File: src/rtl/bve_pkg.sv
// Package for the byte VM execute unit: widths, opcodes and the structs between modules.
`timescale 1ns / 1ps
`default_nettype none

package bve_pkg;

   // Widths and sizes
   localparam int NumRegs  = 16;
   localparam int RegIdxW  = 4;
   localparam int DataW    = 8;
   localparam int PcW      = 8;
   localparam logic [PcW-1:0] PcStep = 8'h02;

   // Opcodes
   localparam logic [7:0] OP_INC   = 8'h01;
   localparam logic [7:0] OP_DEC   = 8'h02;
   localparam logic [7:0] OP_MOV   = 8'h03;
   localparam logic [7:0] OP_LDI   = 8'h04;
   localparam logic [7:0] OP_SHL   = 8'h05;
   localparam logic [7:0] OP_SHR   = 8'h06;
   localparam logic [7:0] OP_JMP   = 8'h07;
   localparam logic [7:0] OP_JEND  = 8'h0A;
   localparam logic [7:0] OP_HALT  = 8'h0B;
   localparam logic [7:0] OP_ADD   = 8'h0C;
   localparam logic [7:0] OP_SUB   = 8'h0D;
   localparam logic [7:0] OP_XOR   = 8'h0E;
   localparam logic [7:0] OP_OR    = 8'h0F;
   localparam logic [7:0] OP_READ  = 8'h10;
   localparam logic [7:0] OP_EMIT  = 8'h11;

   // One instruction as held in the input register
   typedef struct packed {
      logic [7:0]       command;
      logic [7:0]       operand;
      logic [DataW-1:0] in_byte;
      logic             in_end;
   } item_type;

   // Everything the execute logic looks at
   typedef struct packed {
      item_type         item;
      logic [DataW-1:0] rd_d;
      logic [DataW-1:0] rd_s;
      logic [PcW-1:0]   pc;
      logic             end_seen;
      logic             stopped;
   } exec_in_type;

   // Everything the execute logic decides
   typedef struct packed {
      logic             reg_we;
      logic [DataW-1:0] reg_wdata;
      logic [PcW-1:0]   next_pc;
      logic [DataW-1:0] out_byte;
      logic             out_valid;
      logic             halted;
      logic             set_end;
   } exec_out_type;

endpackage

`default_nettype wire

File: src/rtl/bve_if.sv
// Channel interfaces for the byte VM execute unit: instruction in, result out.
`timescale 1ns / 1ps
`default_nettype none

interface bve_req_if;
   logic                     valid;
   logic                     ready;
   logic [7:0]               command;
   logic [7:0]               operand;
   logic [bve_pkg::DataW-1:0] in_byte;
   logic                     in_end;

   modport source (output valid, command, operand, in_byte, in_end, input ready);
   modport sink   (input valid, command, operand, in_byte, in_end, output ready);
endinterface

interface bve_rsp_if;
   logic                      valid;
   logic                      ready;
   logic [bve_pkg::PcW-1:0]   next_pc;
   logic [bve_pkg::DataW-1:0] out_byte;
   logic                      out_valid;
   logic                      halted;

   modport source (output valid, next_pc, out_byte, out_valid, halted, input ready);
   modport sink   (input valid, next_pc, out_byte, out_valid, halted, output ready);
endinterface

`default_nettype wire

File: src/rtl/bve_ram.sv
// Generic RAM: one write port, two registered read ports.
`timescale 1ns / 1ps
`default_nettype none

module bve_ram #(
   parameter int Width = 8,
   parameter int Depth = 16,
   localparam int AddrW = $clog2(Depth)
) (
   input  wire logic             clock,
   input  wire logic             we,
   input  wire logic [AddrW-1:0] waddr,
   input  wire logic [Width-1:0] wdata,
   input  wire logic             re,
   input  wire logic [AddrW-1:0] raddr_a,
   input  wire logic [AddrW-1:0] raddr_b,
   output logic      [Width-1:0] rdata_a,
   output logic      [Width-1:0] rdata_b
);

   logic [Width-1:0] mem_ff [Depth];
   logic [Width-1:0] rdata_a_ff;
   logic [Width-1:0] rdata_b_ff;

   // Write port
   always_ff @(posedge clock) begin
      if (we) begin
         mem_ff[waddr] <= wdata;
      end
   end

   // Registered read ports, held while not enabled
   always_ff @(posedge clock) begin
      if (re) begin
         rdata_a_ff <= mem_ff[raddr_a];
         rdata_b_ff <= mem_ff[raddr_b];
      end
   end

   assign rdata_a = rdata_a_ff;
   assign rdata_b = rdata_b_ff;

endmodule

`default_nettype wire

File: src/rtl/bve_exec.sv
// Execute logic: decodes one instruction and works out register write, pc and result.
`timescale 1ns / 1ps
`default_nettype none

module bve_exec (
   input  wire bve_pkg::exec_in_type  exec_in,
   output bve_pkg::exec_out_type      exec_out
);

   logic [bve_pkg::PcW-1:0] pc_step;
   logic [bve_pkg::PcW-1:0] pc_jump;

   // Both pc candidates; the operand added modulo 256 acts as a signed offset
   assign pc_step = exec_in.pc + bve_pkg::PcStep;
   assign pc_jump = exec_in.pc + exec_in.item.operand;

   always_comb begin
      exec_out           = '0;
      exec_out.next_pc   = pc_step;
      exec_out.halted    = 1'b0;
      if (exec_in.stopped) begin
         // After halt: nothing changes, pc repeats
         exec_out.next_pc = exec_in.pc;
         exec_out.halted  = 1'b1;
      end else begin
         unique case (exec_in.item.command)
            bve_pkg::OP_INC: begin
               exec_out.reg_we    = 1'b1;
               exec_out.reg_wdata = exec_in.rd_d + 8'd1;
            end
            bve_pkg::OP_DEC: begin
               exec_out.reg_we    = 1'b1;
               exec_out.reg_wdata = exec_in.rd_d - 8'd1;
            end
            bve_pkg::OP_MOV: begin
               exec_out.reg_we    = 1'b1;
               exec_out.reg_wdata = exec_in.rd_s;
            end
            bve_pkg::OP_LDI: begin
               exec_out.reg_we    = 1'b1;
               exec_out.reg_wdata = exec_in.item.operand;
            end
            bve_pkg::OP_SHL: begin
               exec_out.reg_we    = 1'b1;
               exec_out.reg_wdata = {exec_in.rd_d[6:0], 1'b0};
            end
            bve_pkg::OP_SHR: begin
               exec_out.reg_we    = 1'b1;
               exec_out.reg_wdata = {1'b0, exec_in.rd_d[7:1]};
            end
            bve_pkg::OP_JMP: begin
               exec_out.next_pc = pc_jump;
            end
            bve_pkg::OP_JEND: begin
               if (exec_in.end_seen) begin
                  exec_out.next_pc = pc_jump;
               end
            end
            bve_pkg::OP_HALT: begin
               exec_out.halted = 1'b1;
            end
            bve_pkg::OP_ADD: begin
               exec_out.reg_we    = 1'b1;
               exec_out.reg_wdata = exec_in.rd_d + exec_in.rd_s;
            end
            bve_pkg::OP_SUB: begin
               exec_out.reg_we    = 1'b1;
               exec_out.reg_wdata = exec_in.rd_d - exec_in.rd_s;
            end
            bve_pkg::OP_XOR: begin
               exec_out.reg_we    = 1'b1;
               exec_out.reg_wdata = exec_in.rd_d ^ exec_in.rd_s;
            end
            bve_pkg::OP_OR: begin
               exec_out.reg_we    = 1'b1;
               exec_out.reg_wdata = exec_in.rd_d | exec_in.rd_s;
            end
            bve_pkg::OP_READ: begin
               // End of input latches the flag, otherwise take the byte
               if (exec_in.item.in_end) begin
                  exec_out.set_end = 1'b1;
               end else begin
                  exec_out.reg_we    = 1'b1;
                  exec_out.reg_wdata = exec_in.item.in_byte;
               end
            end
            bve_pkg::OP_EMIT: begin
               exec_out.out_byte  = exec_in.rd_d;
               exec_out.out_valid = 1'b1;
            end
            default: begin
               // Unknown opcode: pc advances only
            end
         endcase
      end
   end

endmodule

`default_nettype wire

File: src/rtl/byte_vm_execute_unit_top.sv
// Top level of the byte VM execute unit: input register, register file, result register.
//
//   channel  direction  transaction
//   req_chan in         command, operand, in_byte, in_end (one instruction)
//   rsp_chan out        next_pc, out_byte, out_valid, halted (one result per instruction)
//
// One instruction per cycle while rsp is taken; each passes input register, then result register.
// The register file RAM is read as the instruction enters the input register; a write by the
// instruction retiring in that same cycle is forwarded. Execution and the state update happen
// as the result register loads. Reset is synchronous and clears pc, flags and register valid
// bits (unwritten registers read as zero). A stalled rsp holds the input register; req_ready
// drops only when both registers are full and rsp is not taken.
`timescale 1ns / 1ps
`default_nettype none

module byte_vm_execute_unit_top (
   input  wire logic clock,
   input  wire logic reset,
   bve_req_if.sink   req_chan,
   bve_rsp_if.source rsp_chan
);

   localparam int RegIdxW = bve_pkg::RegIdxW;
   localparam int DataW   = bve_pkg::DataW;
   localparam int NumRegs = bve_pkg::NumRegs;

   // Input register
   logic                  in_valid_ff, in_valid_in;
   bve_pkg::item_type     item_ff;
   // Architectural state
   logic [bve_pkg::PcW-1:0] pc_ff, pc_in;
   logic                  end_seen_ff, end_seen_in;
   logic                  stopped_ff, stopped_in;
   logic [NumRegs-1:0]    reg_vld_ff, reg_vld_in;
   // Read-side bookkeeping captured with the item
   logic                  vld_d_ff, vld_s_ff;
   logic                  fwd_d_ff, fwd_s_ff;
   logic [DataW-1:0]      fwd_data_ff;
   // Result register
   logic                  rsp_valid_ff, rsp_valid_in;
   logic [bve_pkg::PcW-1:0] rsp_pc_ff;
   logic [DataW-1:0]      rsp_byte_ff;
   logic                  rsp_out_valid_ff;
   logic                  rsp_halted_ff;

   logic                  fire;
   logic                  req_ready;
   logic                  accept;
   logic                  reg_we;
   logic [RegIdxW-1:0]    waddr;
   logic [RegIdxW-1:0]    raddr_d;
   logic [RegIdxW-1:0]    raddr_s;
   logic [DataW-1:0]      ram_d;
   logic [DataW-1:0]      ram_s;
   bve_pkg::exec_in_type  exec_in;
   bve_pkg::exec_out_type exec_out;

   // Handshake
   assign fire      = in_valid_ff && (!rsp_valid_ff || rsp_chan.ready);
   assign req_ready = !in_valid_ff || fire;
   assign accept    = req_chan.valid && req_ready;
   assign req_chan.ready = req_ready;

   assign raddr_d = req_chan.operand[RegIdxW-1:0];
   assign raddr_s = req_chan.operand[2*RegIdxW-1:RegIdxW];
   assign waddr   = item_ff.operand[RegIdxW-1:0];
   assign reg_we  = fire && exec_out.reg_we;

   // Register file
   bve_ram #(
      .Width (DataW),
      .Depth (NumRegs)
   ) u_regfile (
      .clock   (clock),
      .we      (reg_we),
      .waddr   (waddr),
      .wdata   (exec_out.reg_wdata),
      .re      (accept),
      .raddr_a (raddr_d),
      .raddr_b (raddr_s),
      .rdata_a (ram_d),
      .rdata_b (ram_s)
   );

   // Operand selection: forwarded write, else stored value, else reset value
   always_comb begin
      exec_in          = '0;
      exec_in.item     = item_ff;
      exec_in.pc       = pc_ff;
      exec_in.end_seen = end_seen_ff;
      exec_in.stopped  = stopped_ff;
      exec_in.rd_d     = fwd_d_ff ? fwd_data_ff : (vld_d_ff ? ram_d : '0);
      exec_in.rd_s     = fwd_s_ff ? fwd_data_ff : (vld_s_ff ? ram_s : '0);
   end

   bve_exec u_exec (
      .exec_in  (exec_in),
      .exec_out (exec_out)
   );

   // Next-state logic
   always_comb begin
      in_valid_in  = in_valid_ff;
      pc_in        = pc_ff;
      end_seen_in  = end_seen_ff;
      stopped_in   = stopped_ff;
      reg_vld_in   = reg_vld_ff;
      rsp_valid_in = rsp_valid_ff;
      if (fire) begin
         in_valid_in  = 1'b0;
         rsp_valid_in = 1'b1;
         pc_in        = exec_out.next_pc;
         end_seen_in  = end_seen_ff || exec_out.set_end;
         stopped_in   = exec_out.halted;
      end else if (rsp_chan.ready) begin
         rsp_valid_in = 1'b0;
      end
      if (reg_we) begin
         reg_vld_in[waddr] = 1'b1;
      end
      if (accept) begin
         in_valid_in = 1'b1;
      end
   end

   // Control registers
   always_ff @(posedge clock) begin
      if (reset) begin
         in_valid_ff  <= 1'b0;
         rsp_valid_ff <= 1'b0;
         pc_ff        <= '0;
         end_seen_ff  <= 1'b0;
         stopped_ff   <= 1'b0;
         reg_vld_ff   <= '0;
      end else begin
         in_valid_ff  <= in_valid_in;
         rsp_valid_ff <= rsp_valid_in;
         pc_ff        <= pc_in;
         end_seen_ff  <= end_seen_in;
         stopped_ff   <= stopped_in;
         reg_vld_ff   <= reg_vld_in;
      end
   end

   // Input register payload and read bookkeeping
   always_ff @(posedge clock) begin
      if (accept) begin
         item_ff.command <= req_chan.command;
         item_ff.operand <= req_chan.operand;
         item_ff.in_byte <= req_chan.in_byte;
         item_ff.in_end  <= req_chan.in_end;
         vld_d_ff        <= reg_vld_ff[raddr_d];
         vld_s_ff        <= reg_vld_ff[raddr_s];
         fwd_d_ff        <= reg_we && (waddr == raddr_d);
         fwd_s_ff        <= reg_we && (waddr == raddr_s);
         fwd_data_ff     <= exec_out.reg_wdata;
      end
   end

   // Result register payload
   always_ff @(posedge clock) begin
      if (fire) begin
         rsp_pc_ff        <= exec_out.next_pc;
         rsp_byte_ff      <= exec_out.out_byte;
         rsp_out_valid_ff <= exec_out.out_valid;
         rsp_halted_ff    <= exec_out.halted;
      end
   end

   assign rsp_chan.valid     = rsp_valid_ff;
   assign rsp_chan.next_pc   = rsp_pc_ff;
   assign rsp_chan.out_byte  = rsp_byte_ff;
   assign rsp_chan.out_valid = rsp_out_valid_ff;
   assign rsp_chan.halted    = rsp_halted_ff;

endmodule

`default_nettype wire
File: src/flat_wrapper.sv
// flat-port wrapper written by rule: the top's interface ports become plain ports
module byte_vm_execute_unit_top_flat 
  (clock, reset, req_chan_valid, req_chan_command, req_chan_operand, req_chan_in_byte, req_chan_in_end, req_chan_ready, rsp_chan_valid, rsp_chan_next_pc, rsp_chan_out_byte, rsp_chan_out_valid, rsp_chan_halted, rsp_chan_ready);
  bve_req_if req_chan_i ();
  bve_rsp_if rsp_chan_i ();
  input  wire logic clock;
  input  wire logic reset;
  input wire logic [$bits(req_chan_i.valid)-1:0] req_chan_valid;
  input wire logic [$bits(req_chan_i.command)-1:0] req_chan_command;
  input wire logic [$bits(req_chan_i.operand)-1:0] req_chan_operand;
  input wire logic [$bits(req_chan_i.in_byte)-1:0] req_chan_in_byte;
  input wire logic [$bits(req_chan_i.in_end)-1:0] req_chan_in_end;
  output wire logic [$bits(req_chan_i.ready)-1:0] req_chan_ready;
  output wire logic [$bits(rsp_chan_i.valid)-1:0] rsp_chan_valid;
  output wire logic [$bits(rsp_chan_i.next_pc)-1:0] rsp_chan_next_pc;
  output wire logic [$bits(rsp_chan_i.out_byte)-1:0] rsp_chan_out_byte;
  output wire logic [$bits(rsp_chan_i.out_valid)-1:0] rsp_chan_out_valid;
  output wire logic [$bits(rsp_chan_i.halted)-1:0] rsp_chan_halted;
  input wire logic [$bits(rsp_chan_i.ready)-1:0] rsp_chan_ready;
  assign req_chan_i.valid = req_chan_valid;
  assign req_chan_i.command = req_chan_command;
  assign req_chan_i.operand = req_chan_operand;
  assign req_chan_i.in_byte = req_chan_in_byte;
  assign req_chan_i.in_end = req_chan_in_end;
  assign req_chan_ready = req_chan_i.ready;
  assign rsp_chan_valid = rsp_chan_i.valid;
  assign rsp_chan_next_pc = rsp_chan_i.next_pc;
  assign rsp_chan_out_byte = rsp_chan_i.out_byte;
  assign rsp_chan_out_valid = rsp_chan_i.out_valid;
  assign rsp_chan_halted = rsp_chan_i.halted;
  assign rsp_chan_i.ready = rsp_chan_ready;
  byte_vm_execute_unit_top u_core (.clock(clock), .reset(reset), .req_chan(req_chan_i), .rsp_chan(rsp_chan_i));
endmodule
File: config.mk
export PLATFORM = sky130hd
export DESIGN_NAME = byte_vm_execute_unit_top_flat
export DESIGN_NICKNAME = d
export VERILOG_FILES = /design/src/rtl/bve_pkg.sv /design/src/rtl/bve_if.sv /design/src/rtl/bve_ram.sv /design/src/rtl/bve_exec.sv /design/src/rtl/byte_vm_execute_unit_top.sv /design/src/flat_wrapper.sv
export SDC_FILE = /design/constraint.sdc
export NUM_CORES = 1
export LEC_CHECK = 0
export ABC_AREA = 1
export BUFFER_PORTS_ARGS = -buffer_cell sky130_fd_sc_hd__buf_4
export CORE_MARGIN = 10
export CORE_UTILIZATION = 45
export DETAILED_ROUTE_END_ITERATION = 12
export RECOVER_POWER = 100
export SLEW_MARGIN = 10
export SYNTH_ARGS = -nofsm -noshare
export SYNTH_HDL_FRONTEND = slang
export SYNTH_SLANG_ARGS = --single-unit
File: constraint.sdc
create_clock -name clock -period 7.5 [get_ports clock]
set_input_delay 0.75 -clock clock [delete_from_list [all_inputs] [get_ports clock]]
set_output_delay 0.75 -clock clock [all_outputs]
set_load 0.05 [all_outputs]
; ---- Word-level counts from Yosys, hierarchy flattened
; Memory sizes are Yosys's and may differ from the RTL's. A register that Yosys moved wholly into a read port is not among the register bits.
; Index checks and enable logic that the tools add are counted.
[op_classes]
shifts = 0
mul = 0
div = 0
mux = 28
n_reduce_logical = 14
bitwise_logic = 4
n_addsub = 6
eq_ne = 17
n_lt_le_gt_ge = 4
[op_table]
columns = cell, count
row1 = 9-bit case mux with 11 select lines, 1
row2 = 8-bit by 4-bit equality test with 1-bit output (second input constant), 6
row3 = 8-bit 2-to-1 mux, 6
row4 = 8-bit by 3-bit equality test with 1-bit output (second input constant), 4
row5 = 9-bit 2-to-1 mux, 2
row6 = 8-bit adder, 2
row7 = 8-bit by 2-bit equality test with 1-bit output (second input constant), 2
row8 = 8-bit by 5-bit equality test with 1-bit output (second input constant), 2
row9 = 16-bit bitwise OR, 1
row10 = 8-bit case mux with 2 select lines, 1
row11 = 4-bit by 5-bit < comparator with 1-bit output (second input constant), 3
row12 = 1-bit 2-to-1 mux, 15
row13 = 8-bit by 1-bit adder with 8-bit output (second input constant), 1
row14 = 8-bit by 2-bit adder with 8-bit output (second input constant), 1
row15 = 1-bit binary-select mux with 4-bit select, 2
row16 = 4-bit equality test, 2
row17 = 8-bit by 1-bit equality test with 1-bit output (second input constant), 1
row18 = 8-bit bitwise OR, 1
row19 = 8-bit by 1-bit subtractor with 8-bit output (second input constant), 1
row20 = 8-bit subtractor, 1
row21 = 8-bit bitwise XOR, 1
row22 = 1-bit logical AND, 6
row23 = 1-bit demux with 4-bit select, 1
row24 = 4-bit by 1-bit >= comparator with 1-bit output (second input constant), 1
row25 = other kinds (5), 9
[word_totals]
ram_bits = 128
regBits = 83
output_inout_bits = 20
in_bits = 29
latch_bits = 0
n_memories = 1
word_cells = 93
mem_bits_ro = 0
[mem_list]
columns = memory, words, width, rd, rd_clocked_by_memory_dff, wr, line
row1 = u_core.u_regfile.mem_ff, 16, 8, 2, 2, 1, bve_ram.sv:21  ; logic [Width-1:0] mem_ff [Depth];

; ---- Depth between registers and ports, before layout
; Gate-level depths: netlist (run 1).
[depth]
ltp_word = 8
ltp_mapped = 21
mapped_depth_nobuf = 21

; ---- Cells and area by module
; A second synthesis (run 1) with hierarchy kept.
[hier_totals]
cells_unflattened = 1540
hier_area_um2 = 12896.1
[modules_own_cells]
columns = module, area_each_um2, cells_each, n_inst, seq_area_each_um2
row1 = bve_ram, 7419.6, 851, 1, 4324.1
row2 = byte_vm_execute_unit_top, 3437.0, 336, 1, 2212.1
row3 = bve_exec, 2039.5, 353, 1, 0.0

; ---- Worst setup path after synthesis (run 1)
; No wires, ideal clock.
[synth_path]
kind = reg2reg
startpoint = reg u_core.item_ff (netlist bit u_core.exec_in[50])
endpoint = reg u_core.fwd_data_ff[6], data pin
synth_period_minus_slack_ps = 3233
setup_time_ps = 297
stages_incl_launch_ff = 15
required_time_ps = 7203
n_path_buf = 0
arrival_time_ps = 2936
setup_slack_ps = 4267
cell_sequence = edfxtp_1 -> nor2_4 -> nand3_4 -> nor2_2 -> nand2_1 -> nand2_1 -> nand3_1 -> fa_1 -> o21ai_0 -> a21o_1 -> a21oi_1 -> xor2_1 -> nor2_1 -> nor2_1 -> a21oi_1
[synth_lines]
columns = item, line
row1 = from (decl), byte_vm_execute_unit_top.sv:29  ; bve_pkg::item_type item_ff;
row2 = to (signal assigned), byte_vm_execute_unit_top.sv:156  ; fwd_data_ff <= exec_out.reg_wdata;
row3 = to (decl), byte_vm_execute_unit_top.sv:38  ; logic [DataW-1:0] fwd_data_ff;

==> impl_summary.md, run 1 <==
Synthesis
During synthesis, Yosys emitted a total of 0 warnings. After synthesis, the netlist uses 47 different library cells. Measured against the total synthesized area, the mux share comes to 0%. The parity-gate share of the synthesized area counting xor and xnor cells is 0.944%. After synthesis, the largest family of logic cells by area is compound AO/OA/AOI/OAI gates. The synthesized net count is 1,372.

The cell count after synthesis is 1,318. The post-synthesis share of cell area spent on and, or, nand and nor gates is 15.6%. The fraction of the yosys area taken by sequential cells is 54.2%. The area share of fa/ha/maj cells after synthesis is 2.72%.

The synthesized netlist occupies a cell area of 0.0121 mm^2. The average instance in the mapped netlist occupies 9.15 um^2. Synthesis inferred 227 register bits. The synthesized netlist devotes 19.1% of its cell area to compound gates.

Die
The number of cell rows is 59. The initial utilization of the core area, before any placement, comes to 46.0%. The die is 184 um tall. Pin placement for this block handled 49 I/O pins. The core area is 0.0262 mm^2. The die outline area is 0.0338 mm^2. The floorplan die width is 184 um.

Clock tree
The number of buffers inserted by post-CTS setup repair is 0. The later-pin clock latency in the skew report is 0.55 ns. The post-CTS resize count is 0. The cell chosen for the clock root is sky130_fd_sc_hd__clkbuf_16.

The clock tree from TritonCTS is built. After clock tree synthesis, the clock-pin slew on the worst setup and hold paths is 0.06 ns. The clock buffer count from CTS is 27.

In this run the deepest clock path goes through 3 buffers. In this run, post-CTS hold repair placed 0 buffers. The clock drives 227 sinks. The number of H-tree branching levels is 1.

Timing
For the pin with the worst max-slew slack, the measured transition is 3.80 ns. In the finished design, the share of the clock period the worst path needs comes to 61.5%. Derived from the worst setup path, the maximum achievable clock frequency is 217 MHz. Setup repair after global routing left no endpoint under its margin. The final count of hold timing violations came to 0. Setup violations remaining at the end of the flow were counted as 0. The worst clock skew is 0.00719 ns. The count of final max-slew check failures is 328. Summed over all failing endpoints, the final setup total negative slack is 0 ns. In the post-route analysis, the smallest setup slack over all paths is 2.89 ns. The worst slew slack as a fraction of its limit is -153%. The smallest clock period supported by the final layout is computed as 4.61 ns.

Routing
In this run, the number of DRC markers left after iteration 0 of detailed routing was 936. The number of search-and-repair iterations in the first detailed-routing pass is 5. After detailed routing, the number of vias per cell comes to 5.71. The number of nets with antenna violations after detailed routing is 0. After detailed routing, the number of remaining DRC violations is 0. The mean routed wirelength per cell is 20.3 um. The total wire length after detailed routing is 34,400 um. The via count of the routed design is 9,701.

Global routing
The global router's overall resource usage is 20.1%. Global routing consumed, on the met2 layer, 33.1% of the routing resources. The maximum number of pins on one net before global-route repair is 118. The initial antenna violation count is 0.

The global-route wire length before repair is 53,100 um. The number of global-route vias before repair is 9,018. The fraction of met1 tracks used by global routing is 27.1%.

The peak-usage layer in the global routing report is met2. The global-route met3 utilization is 2.49%. The global route total overflow is 0.

Worst setup path
The cell type with the highest occurrence count on the critical path is sky130_fd_sc_hd__o21ai_0. The slowest library cell on the worst path is sky130_fd_sc_hd__clkbuf_1. The maximum cell stage delay along the critical path is 2.37 ns. STA classifies the critical path startpoint as an input port. The register-to-register setup slack is 2.98 ns.

At the worst endpoint, the required time is 7.75 ns. STA classifies the critical path endpoint as a register. Traced cell by cell, the critical path runs through clkbuf_1 -> buf_4 -> a21oi_1 -> o21ai_0 -> nand2_1 -> o22ai_1 -> o21ai_0. For the worst setup path, the data arrival time is 4.86 ns. The maximum net fanout on the critical path is 82. The setup path with the least slack is of type input port to register.

Placed design
Before CTS, the worst setup slack after placement is 3.67 ns. The final RePlAce weighted congestion is 0.933. The count of buffers from port buffering is 48. Detailed placement finished with a half-perimeter wire length of 21,900 um.

Layout
The post-synthesis to final-layout area growth is 10.0%. The area taken by multi-input logic gates is 0.00456 mm^2. The final design utilization is 50.6%.

The final-stage net count is 1,399. The fraction of final layout cells sized beyond drive strength 1 is 6.89%. The sequential cells in the finished layout cover a total of 0.00654 mm^2. The filler cells instantiated in the layout total 2,467.

The number of antenna diodes in the final layout is 0. The top cell types in the final layout, fill and taps aside, are 211 x sky130_fd_sc_hd__nand2_1, 199 x sky130_fd_sc_hd__edfxtp_1, 156 x sky130_fd_sc_hd__inv_1. Leaving out fill and tap cells, the most frequent cell in the layout is sky130_fd_sc_hd__nand2_1.

Power
Dividing total power by cell area gives a power density of 217 mW/mm^2. The maximum vdd drop is 0.000189 V. The analysis attributes to cell leakage a power of 5.14 nW.

The design draws 2.88 mW.

Flow run
The tool flagged a number of max-cap violations equal to 6.

Run status
The final reports fail on capacitance limit, slew limit. The flow ran to the end, but the final reports show violations.

Min path
The min-delay analysis places its worst path in the category input port to register.
[synthesized netlist by cell type, drive strengths merged]
| cell | count | area share [%] |
|---|---|---|
| nand2 | 214 | 6.8 |
| edfxtp | 199 | 50 |
| inv | 164 | 5.1 |
| a21oi | 150 | 6.3 |
| o21ai | 150 | 6.2 |
| nand3 | 95 | 4.1 |
| nor2 | 83 | 3.3 |
| clkbuf | 61 | 1.9 |
| o211ai | 45 | 2.9 |
| dfxtp | 28 | 4.6 |
| ha | 23 | 2.4 |
| o221ai | 15 | 1.1 |
| o22ai | 13 | 0.67 |
| a22oi | 10 | 0.62 |
| xor2 | 10 | 0.73 |
| buf | 8 | 0.38 |
| a31oi | 7 | 0.36 |
| nand4 | 7 | 0.36 |
| nor3 | 7 | 0.43 |
| nor4 | 4 | 0.31 |
| a211oi | 3 | 0.19 |
| o2bb2ai | 3 | 0.22 |
| or2 | 3 | 0.16 |
| xnor2 | 3 | 0.22 |
| a221oi | 2 | 0.15 |
| clkinv | 2 | 0.062 |
| fa | 2 | 0.33 |
| nand3b | 2 | 0.12 |
| o2111ai | 2 | 0.15 |
| a21boi | 1 | 0.062 |
| a21o | 1 | 0.062 |
| o31ai | 1 | 0.062 |
[metrics by stage]
stage	hold slack [ns]	instance area, um^2	instances
2_1_floorplan	0.436	12100	1318
3_3_place_gp	0.447	12700	1651
3_5_place_dp	0.452	12700	1651
4_1_cts	0.365	13500	1700
5_1_grt	0.391	13300	1700
6_report	0.402	13300	1700
[kinds of logic (layout without fill, tap and decap cells)]
kind of cell,Yosys count,in the layout
xor+xnor,13,13
compound gates,403,403
simple gates,415,415
flops,227,227
fa+ha+maj,25,25
buf+inv,235,282
[flip-flops by register name (all words and copies together), names as in the netlist]
name and count:
u_core.rsp_chan.valid 1, u_core.end_seen_ff 1, u_core.pc_ff 8, u_core.stopped_ff 1
u_core.exec_in 25, u_core.rsp_chan.halted 1, u_core.vld_d_ff 1, u_core.u_regfile.rdata_a 8
u_core.fwd_d_ff 1, u_core.rsp_chan.out_valid 1, u_core.fwd_data_ff 8, u_core.reg_vld_ff 16
u_core.rsp_chan.out_byte 8, u_core.in_valid_ff 1, u_core.fwd_s_ff 1, u_core.u_regfile.rdata_b 8
u_core.vld_s_ff 1, u_core.u_regfile.mem_ff 128, u_core.rsp_chan.next_pc 8
[worst max-delay path, delay by kind of cell]
family | cells | cell delay, ns
AO/OA/AOI/OAI | 4 | 0.76
buffers and inverters | 2 | 3.19
AND/OR/NAND/NOR | 1 | 0.07
[power breakdown]
group          leakage (nW)  internal (mW)  switching, mW
Combinational          2.57         0.0814          0.196
Clock                 0.403          0.673          0.514
Sequential             2.17           1.40         0.0211
Total                  5.14           2.15          0.730
[final cells by class]
class / instances / area share, %
sequential: 227 / 49.3
timing repair buffer: 67 / 2.49
clock buffer: 34 / 5.37
tap: 335 / 3.16
clock inverter: 15 / 0.679
inverter: 166 / 4.70
multi-input combinational: 856 / 34.3
[worst paths after layout]
check / from / to / cells after the start
setup / recovery: req_chan_operand[4] / u_core.u_regfile.rdata_b[6] / 7
hold / removal: req_chan_in_byte[1] / u_core.exec_in[28] / 1
hold reg to reg: u_core.reg_vld_ff[1] / u_core.reg_vld_ff[1] / 2
setup reg to reg: u_core.exec_in[50] / u_core.u_regfile.mem_ff[9][7] / 11
[metal layers]
metal | part of all wire [%] | vias to the layer above
li1 | - | 4696
met1 | 44 | 4550
met2 | 46 | 383
met3 | 6.8 | 72
met4 | 3.0 | 0
met5 | 0 | -
Note: power is estimated with default switching activity, not from simulation.
==> run 2: changes to the inputs <==
Clock period 7.5 ns to 4.7 ns, I/O delays scaled along.
==> run 2 against run 1 <==
The flow still finishes with violations (capacitance limit, slew limit); worst hold slack got worse by 0.27 ns; setup slack got worse by 2.3 ns; clock power rose by 63%; combinational power rose by 63%; die area did not move; final area rose by 0.26%; critical path type is now register to register; largest cell class unchanged.
==> impl_summary.md, run 2 (synthesis results as in run 1) <==
Placed design
In this run the cell area measured after placement is 0.0127 mm^2. Detailed placement finished with a half-perimeter wire length of 22,600 um. Routability-driven placement finished with a final weighted congestion of 0.964.

During placement, the flow inserted port buffers numbering 48.

Clock tree
After clock tree synthesis, the clock-pin slew on the worst setup and hold paths is 0.06 ns. The clock tree from TritonCTS is built. The tree built by TritonCTS fans out to 227 sinks.

After clock tree synthesis, the setup repair step added 0 buffers. CTS built an H-tree with a depth of 1. The buffer levels on the longest clock path is 3. The clock buffer count from CTS is 26. The clock reaches the later pin of the worst-skew pair after 0.54 ns.

The post-CTS resize count is 0. The tree is rooted in a sky130_fd_sc_hd__clkbuf_16. After clock tree synthesis, the flow added hold-fix buffers numbering 0.

Layout
The summed area of non-filler cells in the final layout is 0.0133 mm^2. The register with the most flip-flops in the layout has 128 of them. Counting flops per register, the top entry is u_core.u_regfile.mem_ff. The number of fill cells is 2,489.

Compared with the post-synthesis result, the final layout area differs by 10.3%. The final design utilization is 50.8%. The final-stage net count is 1,398. In the final layout, the share of cells above drive strength 1 is 7.26%. The final antenna diode count is 0. The library cell used most frequently in the layout, excluding fill and tap cells, is sky130_fd_sc_hd__nand2_1. The top cell types in the final layout, fill and taps aside, are 211 x sky130_fd_sc_hd__nand2_1, 199 x sky130_fd_sc_hd__edfxtp_1, 155 x sky130_fd_sc_hd__inv_1.

Timing
The slew at the pin closest to its max-slew limit is 3.64 ns. The worst clock skew is 0.0182 ns. Setup repair after global routing left no endpoint under its margin. The fraction of the cycle the final worst path needs is 87.0%. The routed design could run at a clock period as short as 4.09 ns.

The count of final max-slew check failures is 316. Setup violations remaining at the end of the flow were counted as 0. The final count of hold timing violations came to 0. Headroom to the max-slew limit came out at -143%. On the final layout, the worst hold slack is 0.130 ns. Derived from the worst setup path, the maximum achievable clock frequency is 245 MHz.

The final total negative setup slack is 0 ns.

Die
The total area inside the core boundary comes to 0.0262 mm^2. The initial standard-cell utilization of the core is 46.0%. The floorplan has 59 rows. The floorplan die width is 184 um.

The floorplan step set the die height to 184 um. 49 I/O pins were placed. The die outline area is 0.0338 mm^2.

Run status
The flow ran to the end, but the final reports show violations. The final reports fail on capacitance limit, slew limit.

Global routing
The global route total overflow is 0. The number of global-route vias before repair was 9,110. The global router's overall resource usage is 20.2%. Entering global routing, the biggest net connects 93 pins. The initial antenna violation count is 0. The first global-routing pass estimated 53,400 um of wire.

Worst setup path
Data on the critical path is required at its endpoint by 4.85 ns. The kind of critical path is register to register. The endpoint arrival time on the critical path is 4.24 ns. STA classifies the critical path startpoint as a register. In this run the worst path has a maximum fanout of 15.

The worst setup path is captured at a register.

Flow run
Across the run, the number of max-cap violations was 5.

Routing
The number of nets with antenna violations after detailed routing is 0. The iteration-0 DRC count of the detailed router is 977. The final layout contains routed wiring with a total length of 34,600 um.

The number of vias per cell after detailed routing is 5.71. The final route contains 9,704 vias. Dividing the detail-routed wire length by the instance count gives 20.4 um. The number of search-and-repair iterations in the first detailed-routing pass is 5. In the routed design, unresolved DRC markers number 0.

Power
Across the VDD grid, the largest voltage drop is 0.000288 V. The total power divided by cell area is 350 mW/mm^2. The power after layout is 4.65 mW.

The static leakage is 5.16 nW.

Min path
The class of the tightest hold or removal check is input port to register.
==> run 2: changes by cell type in the layout (fill, tap and decap cells not counted), sizes merged <==
cell / delta
inv: -2
clkbuf: -11
clkinv: +2
buf: +7
bufinv: +2
clkinvlp: +1
==> run 2: routing by layer <==
metal	part of all wire, %	GRT usage [%]	vias to the layer above	wire length (um)
met2	46	31.9	376	15800
met3	6.7	2.51	70	2310
li1	-	-	4694	-
met4	3.6	8.03	0	1230
met5	0	0	-	0
met1	44	27.5	4564	15300
==> run 2: path summary, 6_finish.rpt <==
check | from | endpoint | slack (ns) | cells after the start
max | u_core.exec_in[50] | u_core.u_regfile.mem_ff[11][6] | 0.61 | 11
min | req_chan_in_byte[1] | u_core.exec_in[28] | 0.13 | 1
max reg2reg | u_core.exec_in[50] | u_core.u_regfile.mem_ff[11][6] | 0.61 | 11
min reg2reg | u_core.reg_vld_ff[5] | u_core.reg_vld_ff[5] | 0.46 | 2
==> run 2: worst max-delay path, cell delays in order (launching register included) <==
cell                       delay (ns)
sky130_fd_sc_hd__edfxtp_1        0.41
sky130_fd_sc_hd__nor2_4          0.15
sky130_fd_sc_hd__nand3_4         0.15
sky130_fd_sc_hd__nor2_1          0.31
sky130_fd_sc_hd__nand2_1         0.35
sky130_fd_sc_hd__nand2_1         0.18
sky130_fd_sc_hd__nor2_2          0.05
sky130_fd_sc_hd__nand2_1         0.38
sky130_fd_sc_hd__nand2_1         0.52
sky130_fd_sc_hd__nor2_1          0.32
sky130_fd_sc_hd__nand2_1         0.14
sky130_fd_sc_hd__nor2_1          0.73
==> run 2: layout make-up <==
type                       instances  area [um^2]  share of cell area, %
sequential                       227         6540                   49.1
multi-input combinational        856         4560                   34.3
clock buffer                      30          666                   5.00
inverter                         166          623                   4.68
tap                              335          419                   3.15
timing repair buffer              67          349                   2.62
clock inverter                    18          146                   1.10
==> run 2: report_power, final <==
part | switching [mW] | total [mW] | internal [mW]
sequential | 0.0326 | 2.26 | 2.23
clock | 0.819 | 1.94 | 1.12
combinational | 0.318 | 0.451 | 0.132
==> run 2: metrics by stage <==
stage | worst slack, ns | cells
floorplan | 1.47 | 1318
CTS | 0.796 | 1699
global placement | 0.923 | 1651
detailed placement | 0.810 | 1651
global route | 0.203 | 1699
finish | 0.611 | 1699
